<file path="src/design/emgr_pkg.sv">
// shared types, constants and helpers of the emg moving-rms click detector
// no dependencies; imported by every module of the block but emgr_ram
package emgr_pkg;

  localparam int WINDOW_DEF = 60;   // samples in the rms window
  localparam int ADC_W      = 12;
  localparam int SMP_W      = 13;   // centred sample, signed
  localparam int SQ_W       = 24;   // square of a centred sample
  localparam int SUM_W      = 32;
  localparam int BOUND_W    = 33;   // threshold^2 * window, window up to 256
  localparam int FIFO_DEPTH = 8;

  localparam int CFG_ADDR_W = 4;
  localparam int CFG_DATA_W = 32;

  localparam logic [ADC_W-1:0] ZERO_OFFSET_RST = 12'd1800;
  localparam logic [ADC_W-1:0] RMS_LOW_RST     = 12'd70;
  localparam logic [ADC_W-1:0] RMS_HIGH_RST    = 12'd500;

  // register indexes, byte address is 4 * index
  typedef enum logic [1:0] {
    REG_ZERO_OFFSET = 2'd0,
    REG_RMS_LOW     = 2'd1,
    REG_RMS_HIGH    = 2'd2,
    REG_NONE        = 2'd3
  } reg_idx_t;

  typedef logic signed [SMP_W-1:0] smp_t;

  typedef struct packed {
    logic [ADC_W-1:0]   zero_offset;
    logic [BOUND_W-1:0] lo_bound;
    logic [BOUND_W-1:0] hi_bound;
  } cfg_t;

  typedef struct packed {
    logic [SUM_W-1:0] sum;
    logic             click;
  } res_t;

  // square of a centred sample; its magnitude never exceeds 4095
  function automatic logic [SQ_W-1:0] square_of(smp_t v);
    logic [SMP_W-1:0] mag;
    mag = v[SMP_W-1] ? SMP_W'(-v) : SMP_W'(v);
    return SQ_W'(mag[ADC_W-1:0]) * SQ_W'(mag[ADC_W-1:0]);
  endfunction

endpackage

</file>
<file path="src/design/emg_moving_rms_click_detector.sv">
// top level of the emg moving-rms click detector
// depends on emgr_pkg, emgr_cfg, emgr_energy, emgr_ram and emgr_fifo
//
// usage:
//   in_* stream: one raw 12-bit adc sample per item, in_tdata[11:0]
//   out_* stream: one result per item, out_tdata[0] click flag,
//     out_tdata[32:1] sum of squares of the centred window samples
//   cfg_* apb port: zero_offset at 0x0, rms_low at 0x4, rms_high at 0x8
// throughput: one item per cycle while the receiver takes results; the window
//   ram takes one read of the oldest sample and one write of the newest in the
//   same cycle; an item passes the ram read on the accepting edge, squaring,
//   sum update and result fifo before its result shows on out_tvalid
// a threshold write passes the square and bound registers to the compare bounds
// reset (synchronous, rst_n low): registers return to 1800 / 70 / 500, the
//   running sum and write pointer clear, the window reads as all zero until
//   it has been filled once; no clearing pass, items are taken right away
// receiver stall: results queue in an 8-entry fifo; in_tready drops once
//   8 items are accepted but not yet delivered, so nothing is lost
module emg_moving_rms_click_detector import emgr_pkg::*; #(
  parameter int WINDOW = WINDOW_DEF
) (
  input  logic                  clk,
  input  logic                  rst_n,
  // input channel
  input  logic                  in_tvalid,
  output logic                  in_tready,
  input  logic [15:0]           in_tdata,    // [11:0] adc_sample
  // result channel
  output logic                  out_tvalid,
  input  logic                  out_tready,
  output logic [39:0]           out_tdata,   // [0] click, [32:1] sum_of_squares
  // configuration port
  input  logic                  cfg_psel,
  input  logic                  cfg_penable,
  input  logic                  cfg_pwrite,
  input  logic [CFG_ADDR_W-1:0] cfg_paddr,
  input  logic [CFG_DATA_W-1:0] cfg_pwdata,
  output logic [CFG_DATA_W-1:0] cfg_prdata,
  output logic                  cfg_pready
);

  localparam int PEND_W = $clog2(FIFO_DEPTH + 1);

  cfg_t              cfg;
  logic              in_fire, out_fire;
  logic              res_valid;
  res_t              res, out_res;
  logic [PEND_W-1:0] pend_r, pend_nxt;

  emgr_cfg #(.WINDOW(WINDOW)) u_cfg (
    .clk     (clk),
    .rst_n   (rst_n),
    .psel    (cfg_psel),
    .penable (cfg_penable),
    .pwrite  (cfg_pwrite),
    .paddr   (cfg_paddr),
    .pwdata  (cfg_pwdata),
    .prdata  (cfg_prdata),
    .pready  (cfg_pready),
    .cfg     (cfg)
  );

  // credit scheme: items in the pipeline plus fifo never exceed fifo depth
  assign in_tready = (pend_r < PEND_W'(FIFO_DEPTH));
  assign in_fire   = in_tvalid && in_tready;
  assign out_fire  = out_tvalid && out_tready;

  always_comb begin
    pend_nxt = pend_r;
    if (in_fire && !out_fire) begin
      pend_nxt = pend_r + PEND_W'(1);
    end else if (out_fire && !in_fire) begin
      pend_nxt = pend_r - PEND_W'(1);
    end
  end

  always_ff @(posedge clk) begin
    if (!rst_n) begin
      pend_r <= '0;
    end else begin
      pend_r <= pend_nxt;
    end
  end

  emgr_energy #(.WINDOW(WINDOW)) u_energy (
    .clk       (clk),
    .rst_n     (rst_n),
    .in_fire   (in_fire),
    .in_sample (in_tdata[ADC_W-1:0]),
    .cfg       (cfg),
    .res_valid (res_valid),
    .res       (res)
  );

  emgr_fifo #(.DEPTH(FIFO_DEPTH)) u_fifo (
    .clk      (clk),
    .rst_n    (rst_n),
    .wr_en    (res_valid),
    .wr_data  (res),
    .rd_en    (out_tready),
    .rd_valid (out_tvalid),
    .rd_data  (out_res)
  );

  // pad to whole bytes
  assign out_tdata = {7'b0, out_res.sum, out_res.click};

endmodule

</file>
<file path="src/design/emgr_ram.sv">
// generic single-clock ram, one write port and one registered read port
// read-first when both ports hit the same address; no dependencies
module emgr_ram #(
  parameter int WIDTH = 8,
  parameter int DEPTH = 16
) (
  input  logic                     clk,
  input  logic                     we,
  input  logic [$clog2(DEPTH)-1:0] waddr,
  input  logic [WIDTH-1:0]         wdata,
  input  logic [$clog2(DEPTH)-1:0] raddr,
  output logic [WIDTH-1:0]         rdata
);

  logic [WIDTH-1:0] mem [DEPTH];

  always_ff @(posedge clk) begin
    rdata <= mem[raddr];
    if (we) begin
      mem[waddr] <= wdata;
    end
  end

endmodule

</file>
<file path="src/design/emgr_cfg.sv">
// apb register file of the detector and precomputed rms threshold bounds
// depends on emgr_pkg
module emgr_cfg import emgr_pkg::*; #(
  parameter int WINDOW = WINDOW_DEF
) (
  input  logic                  clk,
  input  logic                  rst_n,
  input  logic                  psel,
  input  logic                  penable,
  input  logic                  pwrite,
  input  logic [CFG_ADDR_W-1:0] paddr,
  input  logic [CFG_DATA_W-1:0] pwdata,
  output logic [CFG_DATA_W-1:0] prdata,
  output logic                  pready,
  output cfg_t                  cfg
);

  logic [ADC_W-1:0]   zero_offset_r, rms_low_r, rms_high_r;
  logic [SQ_W-1:0]    lo_sq_r, hi_sq_r;
  logic [BOUND_W-1:0] lo_bound_r, hi_bound_r;
  reg_idx_t           idx;
  logic               wr_en;

  assign pready = 1'b1;
  assign idx    = reg_idx_t'(paddr[3:2]);
  assign wr_en  = psel && penable && pwrite && pready;

  always_ff @(posedge clk) begin
    if (!rst_n) begin
      zero_offset_r <= ZERO_OFFSET_RST;
      rms_low_r     <= RMS_LOW_RST;
      rms_high_r    <= RMS_HIGH_RST;
    end else if (wr_en) begin
      unique case (idx)
        REG_ZERO_OFFSET: zero_offset_r <= pwdata[ADC_W-1:0];
        REG_RMS_LOW:     rms_low_r     <= pwdata[ADC_W-1:0];
        REG_RMS_HIGH:    rms_high_r    <= pwdata[ADC_W-1:0];
        default: ;
      endcase
    end
  end

  // squares then times window, one multiply per stage
  always_ff @(posedge clk) begin
    if (!rst_n) begin
      lo_sq_r    <= SQ_W'(RMS_LOW_RST) * SQ_W'(RMS_LOW_RST);
      hi_sq_r    <= SQ_W'(RMS_HIGH_RST) * SQ_W'(RMS_HIGH_RST);
      lo_bound_r <= BOUND_W'(RMS_LOW_RST) * BOUND_W'(RMS_LOW_RST) * BOUND_W'(WINDOW);
      hi_bound_r <= BOUND_W'(RMS_HIGH_RST) * BOUND_W'(RMS_HIGH_RST) * BOUND_W'(WINDOW);
    end else begin
      lo_sq_r    <= SQ_W'(rms_low_r) * SQ_W'(rms_low_r);
      hi_sq_r    <= SQ_W'(rms_high_r) * SQ_W'(rms_high_r);
      lo_bound_r <= BOUND_W'(lo_sq_r) * BOUND_W'(WINDOW);
      hi_bound_r <= BOUND_W'(hi_sq_r) * BOUND_W'(WINDOW);
    end
  end

  always_comb begin
    unique case (idx)
      REG_ZERO_OFFSET: prdata = CFG_DATA_W'(zero_offset_r);
      REG_RMS_LOW:     prdata = CFG_DATA_W'(rms_low_r);
      REG_RMS_HIGH:    prdata = CFG_DATA_W'(rms_high_r);
      default:         prdata = '0;
    endcase
  end

  assign cfg.zero_offset = zero_offset_r;
  assign cfg.lo_bound    = lo_bound_r;
  assign cfg.hi_bound    = hi_bound_r;

endmodule

</file>
<file path="src/design/emgr_energy.sv">
// window store, running sum of squares and threshold compare, one item per cycle
// depends on emgr_pkg and emgr_ram
module emgr_energy import emgr_pkg::*; #(
  parameter int WINDOW = WINDOW_DEF
) (
  input  logic             clk,
  input  logic             rst_n,
  input  logic             in_fire,
  input  logic [ADC_W-1:0] in_sample,
  input  cfg_t             cfg,
  output logic             res_valid,
  output res_t             res
);

  localparam int PTR_W = $clog2(WINDOW);

  logic [PTR_W-1:0] ptr_r, ptr_nxt;
  logic             full_r, full_nxt;
  smp_t             centred;
  logic [SMP_W-1:0] ram_rdata;

  logic             v1_r, full1_r;
  smp_t             new1_r;
  smp_t             old1;

  logic             v2_r;
  logic [SQ_W-1:0]  new_sq_r, old_sq_r;

  logic             v3_r;
  logic [SUM_W-1:0] sum_r, sum_nxt;

  assign centred = smp_t'({1'b0, in_sample} - {1'b0, cfg.zero_offset});

  // the slot read is the one being overwritten; the ram returns its old value
  emgr_ram #(.WIDTH(SMP_W), .DEPTH(WINDOW)) u_window (
    .clk   (clk),
    .we    (in_fire),
    .waddr (ptr_r),
    .wdata (centred),
    .raddr (ptr_r),
    .rdata (ram_rdata)
  );

  always_comb begin
    ptr_nxt  = ptr_r;
    full_nxt = full_r;
    if (in_fire) begin
      if (ptr_r == PTR_W'(WINDOW - 1)) begin
        ptr_nxt  = '0;
        full_nxt = 1'b1;
      end else begin
        ptr_nxt = ptr_r + PTR_W'(1);
      end
    end
  end

  // until the first wrap every slot read was never written and counts as zero
  assign old1    = full1_r ? smp_t'(ram_rdata) : '0;
  assign sum_nxt = v2_r ? (sum_r + SUM_W'(new_sq_r) - SUM_W'(old_sq_r)) : sum_r;

  always_ff @(posedge clk) begin
    if (!rst_n) begin
      ptr_r  <= '0;
      full_r <= 1'b0;
      v1_r   <= 1'b0;
      v2_r   <= 1'b0;
      v3_r   <= 1'b0;
      sum_r  <= '0;
    end else begin
      ptr_r  <= ptr_nxt;
      full_r <= full_nxt;
      v1_r   <= in_fire;
      v2_r   <= v1_r;
      v3_r   <= v2_r;
      sum_r  <= sum_nxt;
    end
  end

  always_ff @(posedge clk) begin
    new1_r   <= centred;
    full1_r  <= full_r;
    new_sq_r <= square_of(new1_r);
    old_sq_r <= square_of(old1);
  end

  assign res_valid = v3_r;
  assign res.sum   = sum_r;
  assign res.click = ({1'b0, sum_r} > cfg.lo_bound) && ({1'b0, sum_r} < cfg.hi_bound);

endmodule

</file>
<file path="src/design/emgr_fifo.sv">
// small register fifo holding finished results until the receiver takes them
// depends on emgr_pkg
module emgr_fifo import emgr_pkg::*; #(
  parameter int DEPTH = FIFO_DEPTH
) (
  input  logic clk,
  input  logic rst_n,
  input  logic wr_en,
  input  res_t wr_data,
  input  logic rd_en,
  output logic rd_valid,
  output res_t rd_data
);

  localparam int AW = $clog2(DEPTH);

  res_t          mem [DEPTH];
  logic [AW:0]   wr_ptr_r, rd_ptr_r;

  assign rd_valid = (wr_ptr_r != rd_ptr_r);
  assign rd_data  = mem[rd_ptr_r[AW-1:0]];

  always_ff @(posedge clk) begin
    if (!rst_n) begin
      wr_ptr_r <= '0;
      rd_ptr_r <= '0;
    end else begin
      if (wr_en) begin
        wr_ptr_r <= wr_ptr_r + (AW+1)'(1);
      end
      if (rd_en && rd_valid) begin
        rd_ptr_r <= rd_ptr_r + (AW+1)'(1);
      end
    end
  end

  always_ff @(posedge clk) begin
    if (wr_en) begin
      mem[wr_ptr_r[AW-1:0]] <= wr_data;
    end
  end

endmodule
</file>
<file path="config.mk">
export PLATFORM = sky130hd
export DESIGN_NAME = emg_moving_rms_click_detector
export DESIGN_NICKNAME = d
export VERILOG_FILES = /design/src/design/emgr_pkg.sv /design/src/design/emg_moving_rms_click_detector.sv /design/src/design/emgr_ram.sv /design/src/design/emgr_cfg.sv /design/src/design/emgr_energy.sv /design/src/design/emgr_fifo.sv
export SDC_FILE = /design/constraint.sdc
export NUM_CORES = 2
export LEC_CHECK = 0
export ABC_AREA = 0
export BUFFER_PORTS_ARGS = -buffer_cell sky130_fd_sc_hd__buf_4
export CORE_UTILIZATION = 35
export CTS_CLUSTER_SIZE = 10
export DETAILED_ROUTE_END_ITERATION = 8
export PLACE_DENSITY = 0.51
export SYNTH_ARGS = -nofsm -noshare
export SYNTH_HDL_FRONTEND = slang
export SYNTH_SLANG_ARGS = --single-unit
</file>
<file path="constraint.sdc">
create_clock -name clk -period 19.6 [get_ports clk]
set_input_delay 0.98 -clock clk [delete_from_list [all_inputs] [get_ports clk]]
set_output_delay 0.98 -clock clk [all_outputs]
set_load 0.02 [all_outputs]
</file>
* Word level (Yosys, flattened, before mapping)
Memories as Yosys holds them, arrays and structs flattened. A register that Yosys moved wholly into a read port is not among the register bits. Cells that the tools add are included.
Word-level totals: bits in registers 266, latch bits 0, RAM bits 1044, memory bits (read-only) 0, input port bits 59, output and inout port bits 75, word-level logic and storage cells 75, memories 2
Operators by class: $add $sub $neg 10, multiply operators 6, divide/modulo/power cells 0, order comparisons 3, equal/unequal tests 4, shifts and indexed selects 0, multiplexer cells 13, bitwise operators 0, reductions and logical operators 15
Memories:
- u_energy.u_window.mem | words 60, width 13, read ports 1, clocked after memory_dff 1, write ports 1, RTL line emgr_ram.sv:15 | logic [WIDTH-1:0] mem [DEPTH];
- u_fifo.mem | words 8, width 33, read ports 1, clocked after memory_dff 1, write ports 1, RTL line emgr_fifo.sv:17 | res_t mem [DEPTH];
Operators by type and width (number):
- 12-bit by 12-bit multiplier with 24-bit output | 4
- 24-bit by 4-bit multiplier with 28-bit output (second input constant) | 2
- 12-bit case mux with 3 select lines | 1
- 32-bit by 33-bit greater-than comparator with 1-bit output | 1
- 32-bit by 33-bit less-than comparator with 1-bit output | 1
- 32-bit by 24-bit adder with 32-bit output | 1
- 32-bit by 24-bit subtractor with 32-bit output | 1
- 12-bit two-way mux | 2
- 12-bit negation | 2
- 13-bit two-way mux | 1
- 12-bit by 12-bit subtractor with 13-bit output | 1
- 4-bit by 1-bit adder with 4-bit output (second input constant) | 3
- 4-bit two-way mux | 2
- 2-bit AND reduction | 4
- 1-bit logical AND | 7
- 6-bit by 1-bit adder with 6-bit output (second input constant) | 1
- 6-bit equality test (second input constant) | 1
- 3-bit two-way mux | 2
- 6-bit two-way mux | 1
- 4-bit less-than comparator (second input constant) | 1
- 1-bit two-way mux | 4
- 4-bit inequality test | 1
- 4-bit by 1-bit subtractor with 4-bit output (second input constant) | 1
- 2-bit by 1-bit equality test with 1-bit output (second input constant) | 1
- other kinds (4) | 5

* Logic depth before layout (Yosys ltp)
depth after elaboration 6, depth in mapped cells 31, gate-level depth less buffers 28

* Hierarchy
From an unflattened synthesis, not the netlist that was laid out.
Second synthesis, totals: cell total of the unflattened synthesis 5611, area total of the unflattened synthesis 73375.4 um^2
Modules (own cells, without submodules):
- emgr_ram | times used 1, cells each 1428, area each 30444.2 um^2, seq. area each 23682.7 um^2
- emgr_cfg | times used 1, cells each 1875, area each 16874.9 um^2, seq. area each 2722.6 um^2
- emgr_energy | times used 1, cells each 1829, area each 15260.9 um^2, seq. area each 2042.0 um^2
- emgr_fifo | times used 1, cells each 442, area each 10455.0 um^2, seq. area each 8147.8 um^2
- emg_moving_rms_click_detector | times used 1, cells each 37, area each 340.3 um^2, seq. area each 80.1 um^2

* Worst setup path after synthesis
No wires, ideal clock.
path type register to register, start reg u_energy.full1_r, end reg u_energy.old_sq_r[23], library setup time 72 ps, arrival time 6422 ps, required time 19528 ps, path slack 13106 ps, cell stages (with the launch flop) 30, path buffers 3, clock period less this slack 6494 ps, cell sequence dfxtp_1 clkbuf_1 clkbuf_1 nand2_1 ha_1 nand2_1 a211o_1 nand2_1 xor2_1 nand2b_1 buf_2 inv_1 nand2_1 fa_1 inv_1 fa_1 fa_1 fa_1 inv_1 fa_1 inv_1 ha_1 a21o_1 a21oi_1 o21ai_0 a21oi_1 o221ai_1 a31o_2 a21oi_1 xnor2_1
On the way: word-level cells in the longest chain between the ends 4
RTL lines:
- start, declared | RTL line emgr_energy.sv:22 | logic v1_r, full1_r;
- start signal, assigned | RTL line emgr_energy.sv:81 | full1_r <= full_r;
- 13-bit two-way mux * | RTL line emgr_energy.sv:58 | assign old1 = full1_r ? smp_t'(ram_rdata) : '0;
- 12-bit negation | RTL line emgr_pkg.sv:44 | mag = v[SMP_W-1] ? SMP_W'(-v) : SMP_W'(v);
- 12-bit two-way mux * | RTL line emgr_pkg.sv:44
- 12-bit by 12-bit multiplier with 24-bit output * | RTL line emgr_pkg.sv:45 | return SQ_W'(mag[ADC_W-1:0]) * SQ_W'(mag[ADC_W-1:0]);
- end signal, assigned | RTL line emgr_energy.sv:83 | old_sq_r <= square_of(old1);
- end, declared | RTL line emgr_energy.sv:27 | logic [SQ_W-1:0] new_sq_r, old_sq_r;
Every way passes the cells marked *; elsewhere a longest branch is shown, timed or not. A chain may end at the register's enable or synchronous reset.

* Worst setup path in the final report
Ends and elaborated chain as after synthesis.

==> key figures <==
Clock network
  – Total CTS buffers: 154
  – CTS tree: yes
  – Root buffer cell: clkbuf_16
  – H-tree depth: 4
  – Clock slew at reported path FFs: ~0.05 ns
  – Post-CTS Setup Inserts: 0
  – CTS resizes: 0
  – Post-CTS Hold Fix Bufs: 0
  – CTS Buffer Depth: 3
  – CTS sink count: 1,310
  – Clock latency on the worst-skew pair: 0.82 ns

Global route
  – Remaining Overflow, GRT: 0
  – Initial antenna violation count: 2
  – GRT Overall Usage: 0.1774
  – Vias in the first global route: 46.14k
  – Pin count of the biggest net entering global routing: around 120
  – First-pass GRT wire length: 283.2 mm

Status
  – Run status: finished, final reports clean

Finish
  – Area grow syn2layout: 11.75%
  – Multi-input logic area: 0.03229 mm²
  – Fin util: 0.3941
  – Fillers: approximately 19k
  – Layout cells sized above 1: 0.1218
  – Register area: 0.03669 mm²
  – Final Instance Area: slightly above 0.08 mm²
  – Nets: about 6.7k

Worst setup path
  – Worst Setup End Kind: register
  – CP max FO: 20
  – Arr. time, crit path: around 8.3 ns
  – Slowest CP cell: dfxtp_1
  – Reg-to-Reg Start: u_energy.full1_r$_DFF_P_
  – Largest stage delay on the critical path: slightly below 0.7 ns
  – Most frequent CP cell: fa_1
  – Crit path launch type: register
  – CP required: 20.32 ns
  – Worst path top cell family by delay: adder cells
  – Number of cells on the worst reg-to-reg path: 26
  – Register-to-register path setup slack: ~12 ns
  – Setup CP Type: reg2reg
  – R2R Path End: u_energy.old_sq_r[23]$_DFF_P_
  – CP Buf/Inv Count: 4

Routing
  – Drt total wl: 183.5 mm
  – Drc violations: 0
  – ANT nets after route: 0
  – Vias: about 44k
  – Via/cell ratio: a little over 5
  – Initial DRC count: 2,962
  – Average wire per standard cell: 21.49 µm
  – First-pass DRT Iterations: 7

Synthesis
  – Syn avg cell area: about 13 µm²
  – Sequential area share after synthesis: 0.5078
  – Post-synthesis async set-or-reset flop share: 0
  – Post-synth EDFFs: 1,044
  – Seq cells post-synth: 1,310
  – Yosys warns: 0
  – Post-Syn Instances: 5,660
  – Ys flop type: edfxtp_1
  – Synth cell types: 95
  – Cell area after synthesis: ~0.072 mm²

STA
  – Unrepaired setup endpoints after global routing: false
  – Final slew viol count: 0
  – Final Setup Violations: 0
  – Worst hold slack: 0.3565 ns
  – Setup tns final: 0 ns
  – Clock skew: 0.04121 ns
  – Min cycle time layout: around 7.5 ns
  – Max Fclk: 132.6 MHz
  – Final Cycle Share: 0.3848
  – Worst Tran Pin Value: approximately 1.1 ns
  – Max transition margin: 0.2439
  – Final Hold Viols: 0

Place
  – Dpl cell area: 0.07617 mm²
  – GPL Wtd Cong: 0.8375
  – Dpl hpwl: 119.5 mm
  – PortBufs: between 70 and 80

Flow run
  – Max-Cap Viols: 0

Pwr
  – LEAKAGE: roughly 31 nW
  – PD cells: roughly 140 mW/mm²
  – VDD IR-drop max: 273.3 µV

Die
  – Std cell rows: 166
  – Width of the chip: approximately 460 µm
  – Top-level I/O count: 134
  – Die area: between 0.2 and 0.25 mm²
  – Die height: roughly 460 µm
  – Core Area: 0.2048 mm²
  – Initial Util: 0.3526

Hold path
  – Hold Startpoint: u_energy.full_r$_SDFFE_PN0P_
  – Min-Delay Endpoint: u_energy.full1_r$_DFF_P_
  – Hold depth: 0
  – Hold crit path type: reg2reg
## cell type report
type                            instances  share of cell area
Sequential cell                      1310              0.4547
Multi-Input combinational cell       3462              0.4002
Clock buffer                          210             0.05113
Tap cell                             2688             0.04168
Inverter                              674             0.03138
Timing Repair Buffer                  169             0.01588
Clock inverter                         23            0.004992
Antenna cell                            2          0.00006202
## through the flow
step	setup slack [ns]	std cells	total power, mW
after floorplan	13.11	5689	7.304
after global placement	12.04	8303	8.545
after detailed placement	11.97	8303	8.589
after CTS	11.98	8536	11.27
after global routing	11.55	8537	12.02
final	12.06	8538	11.14
## sequential cells by signal, summed over array words and instances (netlist names), 6 cells and up, named ones only
name and count:
u_cfg.hi_bound_r 27, u_energy.u_window.rdata 13, u_energy.sum_r 32, u_energy.new1_r 13, u_cfg.lo_bound_r 27, u_energy.u_window.mem 780, u_energy.new_sq_r 23, u_cfg.lo_sq_r 23
u_cfg.rms_high_r 12, u_cfg.zero_offset_r 12, u_cfg.rms_low_r 12, u_energy.ptr_r 6, u_cfg.hi_sq_r 23, u_fifo.mem 264, u_energy.old_sq_r 23
## cells in the mapped netlist (103+ instances only)
library cell	number	area (µm²)
edfxtp_1	1044	31350
inv_1	669	2511
nor2_1	426	1599
fa_1	422	8448
ha_1	399	4992
nand2_1	338	1269
dfxtp_1	266	5325
a21oi_1	263	1316
o21ai_0	157	785.8
mux4_2	144	3243
clkbuf_1	121	454.2
mux2i_1	116	1161
and2_1	110	688.2
xnor2_1	103	902.1
## where the power goes
part / switching (mW) / internal, mW
sequential: 0.183 / 3.27
clock: 1.14 / 1.51
combinational: 2.90 / 2.14
## how the worst max path moves through the flow
| stage | from | end | cells past startpoint |
|---|---|---|---|
| 2_1_floorplan | u_energy.full1_r$_DFF_P_ | u_energy.old_sq_r[23]$_DFF_P_ | 29 |
| 3_3_place_gp | u_energy.full1_r$_DFF_P_ | u_energy.old_sq_r[23]$_DFF_P_ | 26 |
| 3_5_place_dp | u_energy.full1_r$_DFF_P_ | u_energy.old_sq_r[23]$_DFF_P_ | 25 |
| 4_1_cts | u_energy.full1_r$_DFF_P_ | u_energy.old_sq_r[23]$_DFF_P_ | 25 |
| 5_1_grt | u_energy.full1_r$_DFF_P_ | u_energy.old_sq_r[23]$_DFF_P_ | 25 |
| 6_report | u_energy.full1_r$_DFF_P_ | u_energy.old_sq_r[23]$_DFF_P_ | 26 |
## cells by family (layout without fill, tap and decap cells)
| group | Yosys count | after routing | synth area share |
|---|---|---|---|
| flip-flops | 1310 | 1310 | 0.5078 |
| adder cells (fa/ha/maj) | 821 | 821 | 0.1861 |
| buffers and inverters | 917 | 1076 | 0.05168 |
| multiplexers | 348 | 348 | 0.07471 |
| XOR/XNOR | 178 | 178 | 0.02169 |
| AND/OR/NAND/NOR | 1198 | 1198 | 0.07644 |
| other | 2 | 33 | 0.0001040 |
| AO/OA/AOI/OAI | 886 | 886 | 0.08141 |
## placed cells by master, fill, tap and decap left out, types with 116 or more instances in the layout
| cell | instances |
|---|---|
| dfxtp_1 | 259 |
| clkbuf_16 | 156 |
| edfxtp_1 | 1044 |
| buf_4 | 168 |
| nor2_1 | 374 |
| mux2i_1 | 116 |
| fa_1 | 422 |
| mux4_2 | 144 |
| nand2_1 | 338 |
| a21oi_1 | 263 |
| o21ai_0 | 157 |
| inv_1 | 666 |
| ha_1 | 399 |
## layer usage
metal,wire length (µm),GRT usage,part of all wire
met3,8109,0.02480,0.044
met5,0,0,0
met2,89640,0.3050,0.49
met4,4772,0.05249,0.026
met1,80980,0.2314,0.44
Note: power is estimated with default switching activity, not from simulation.
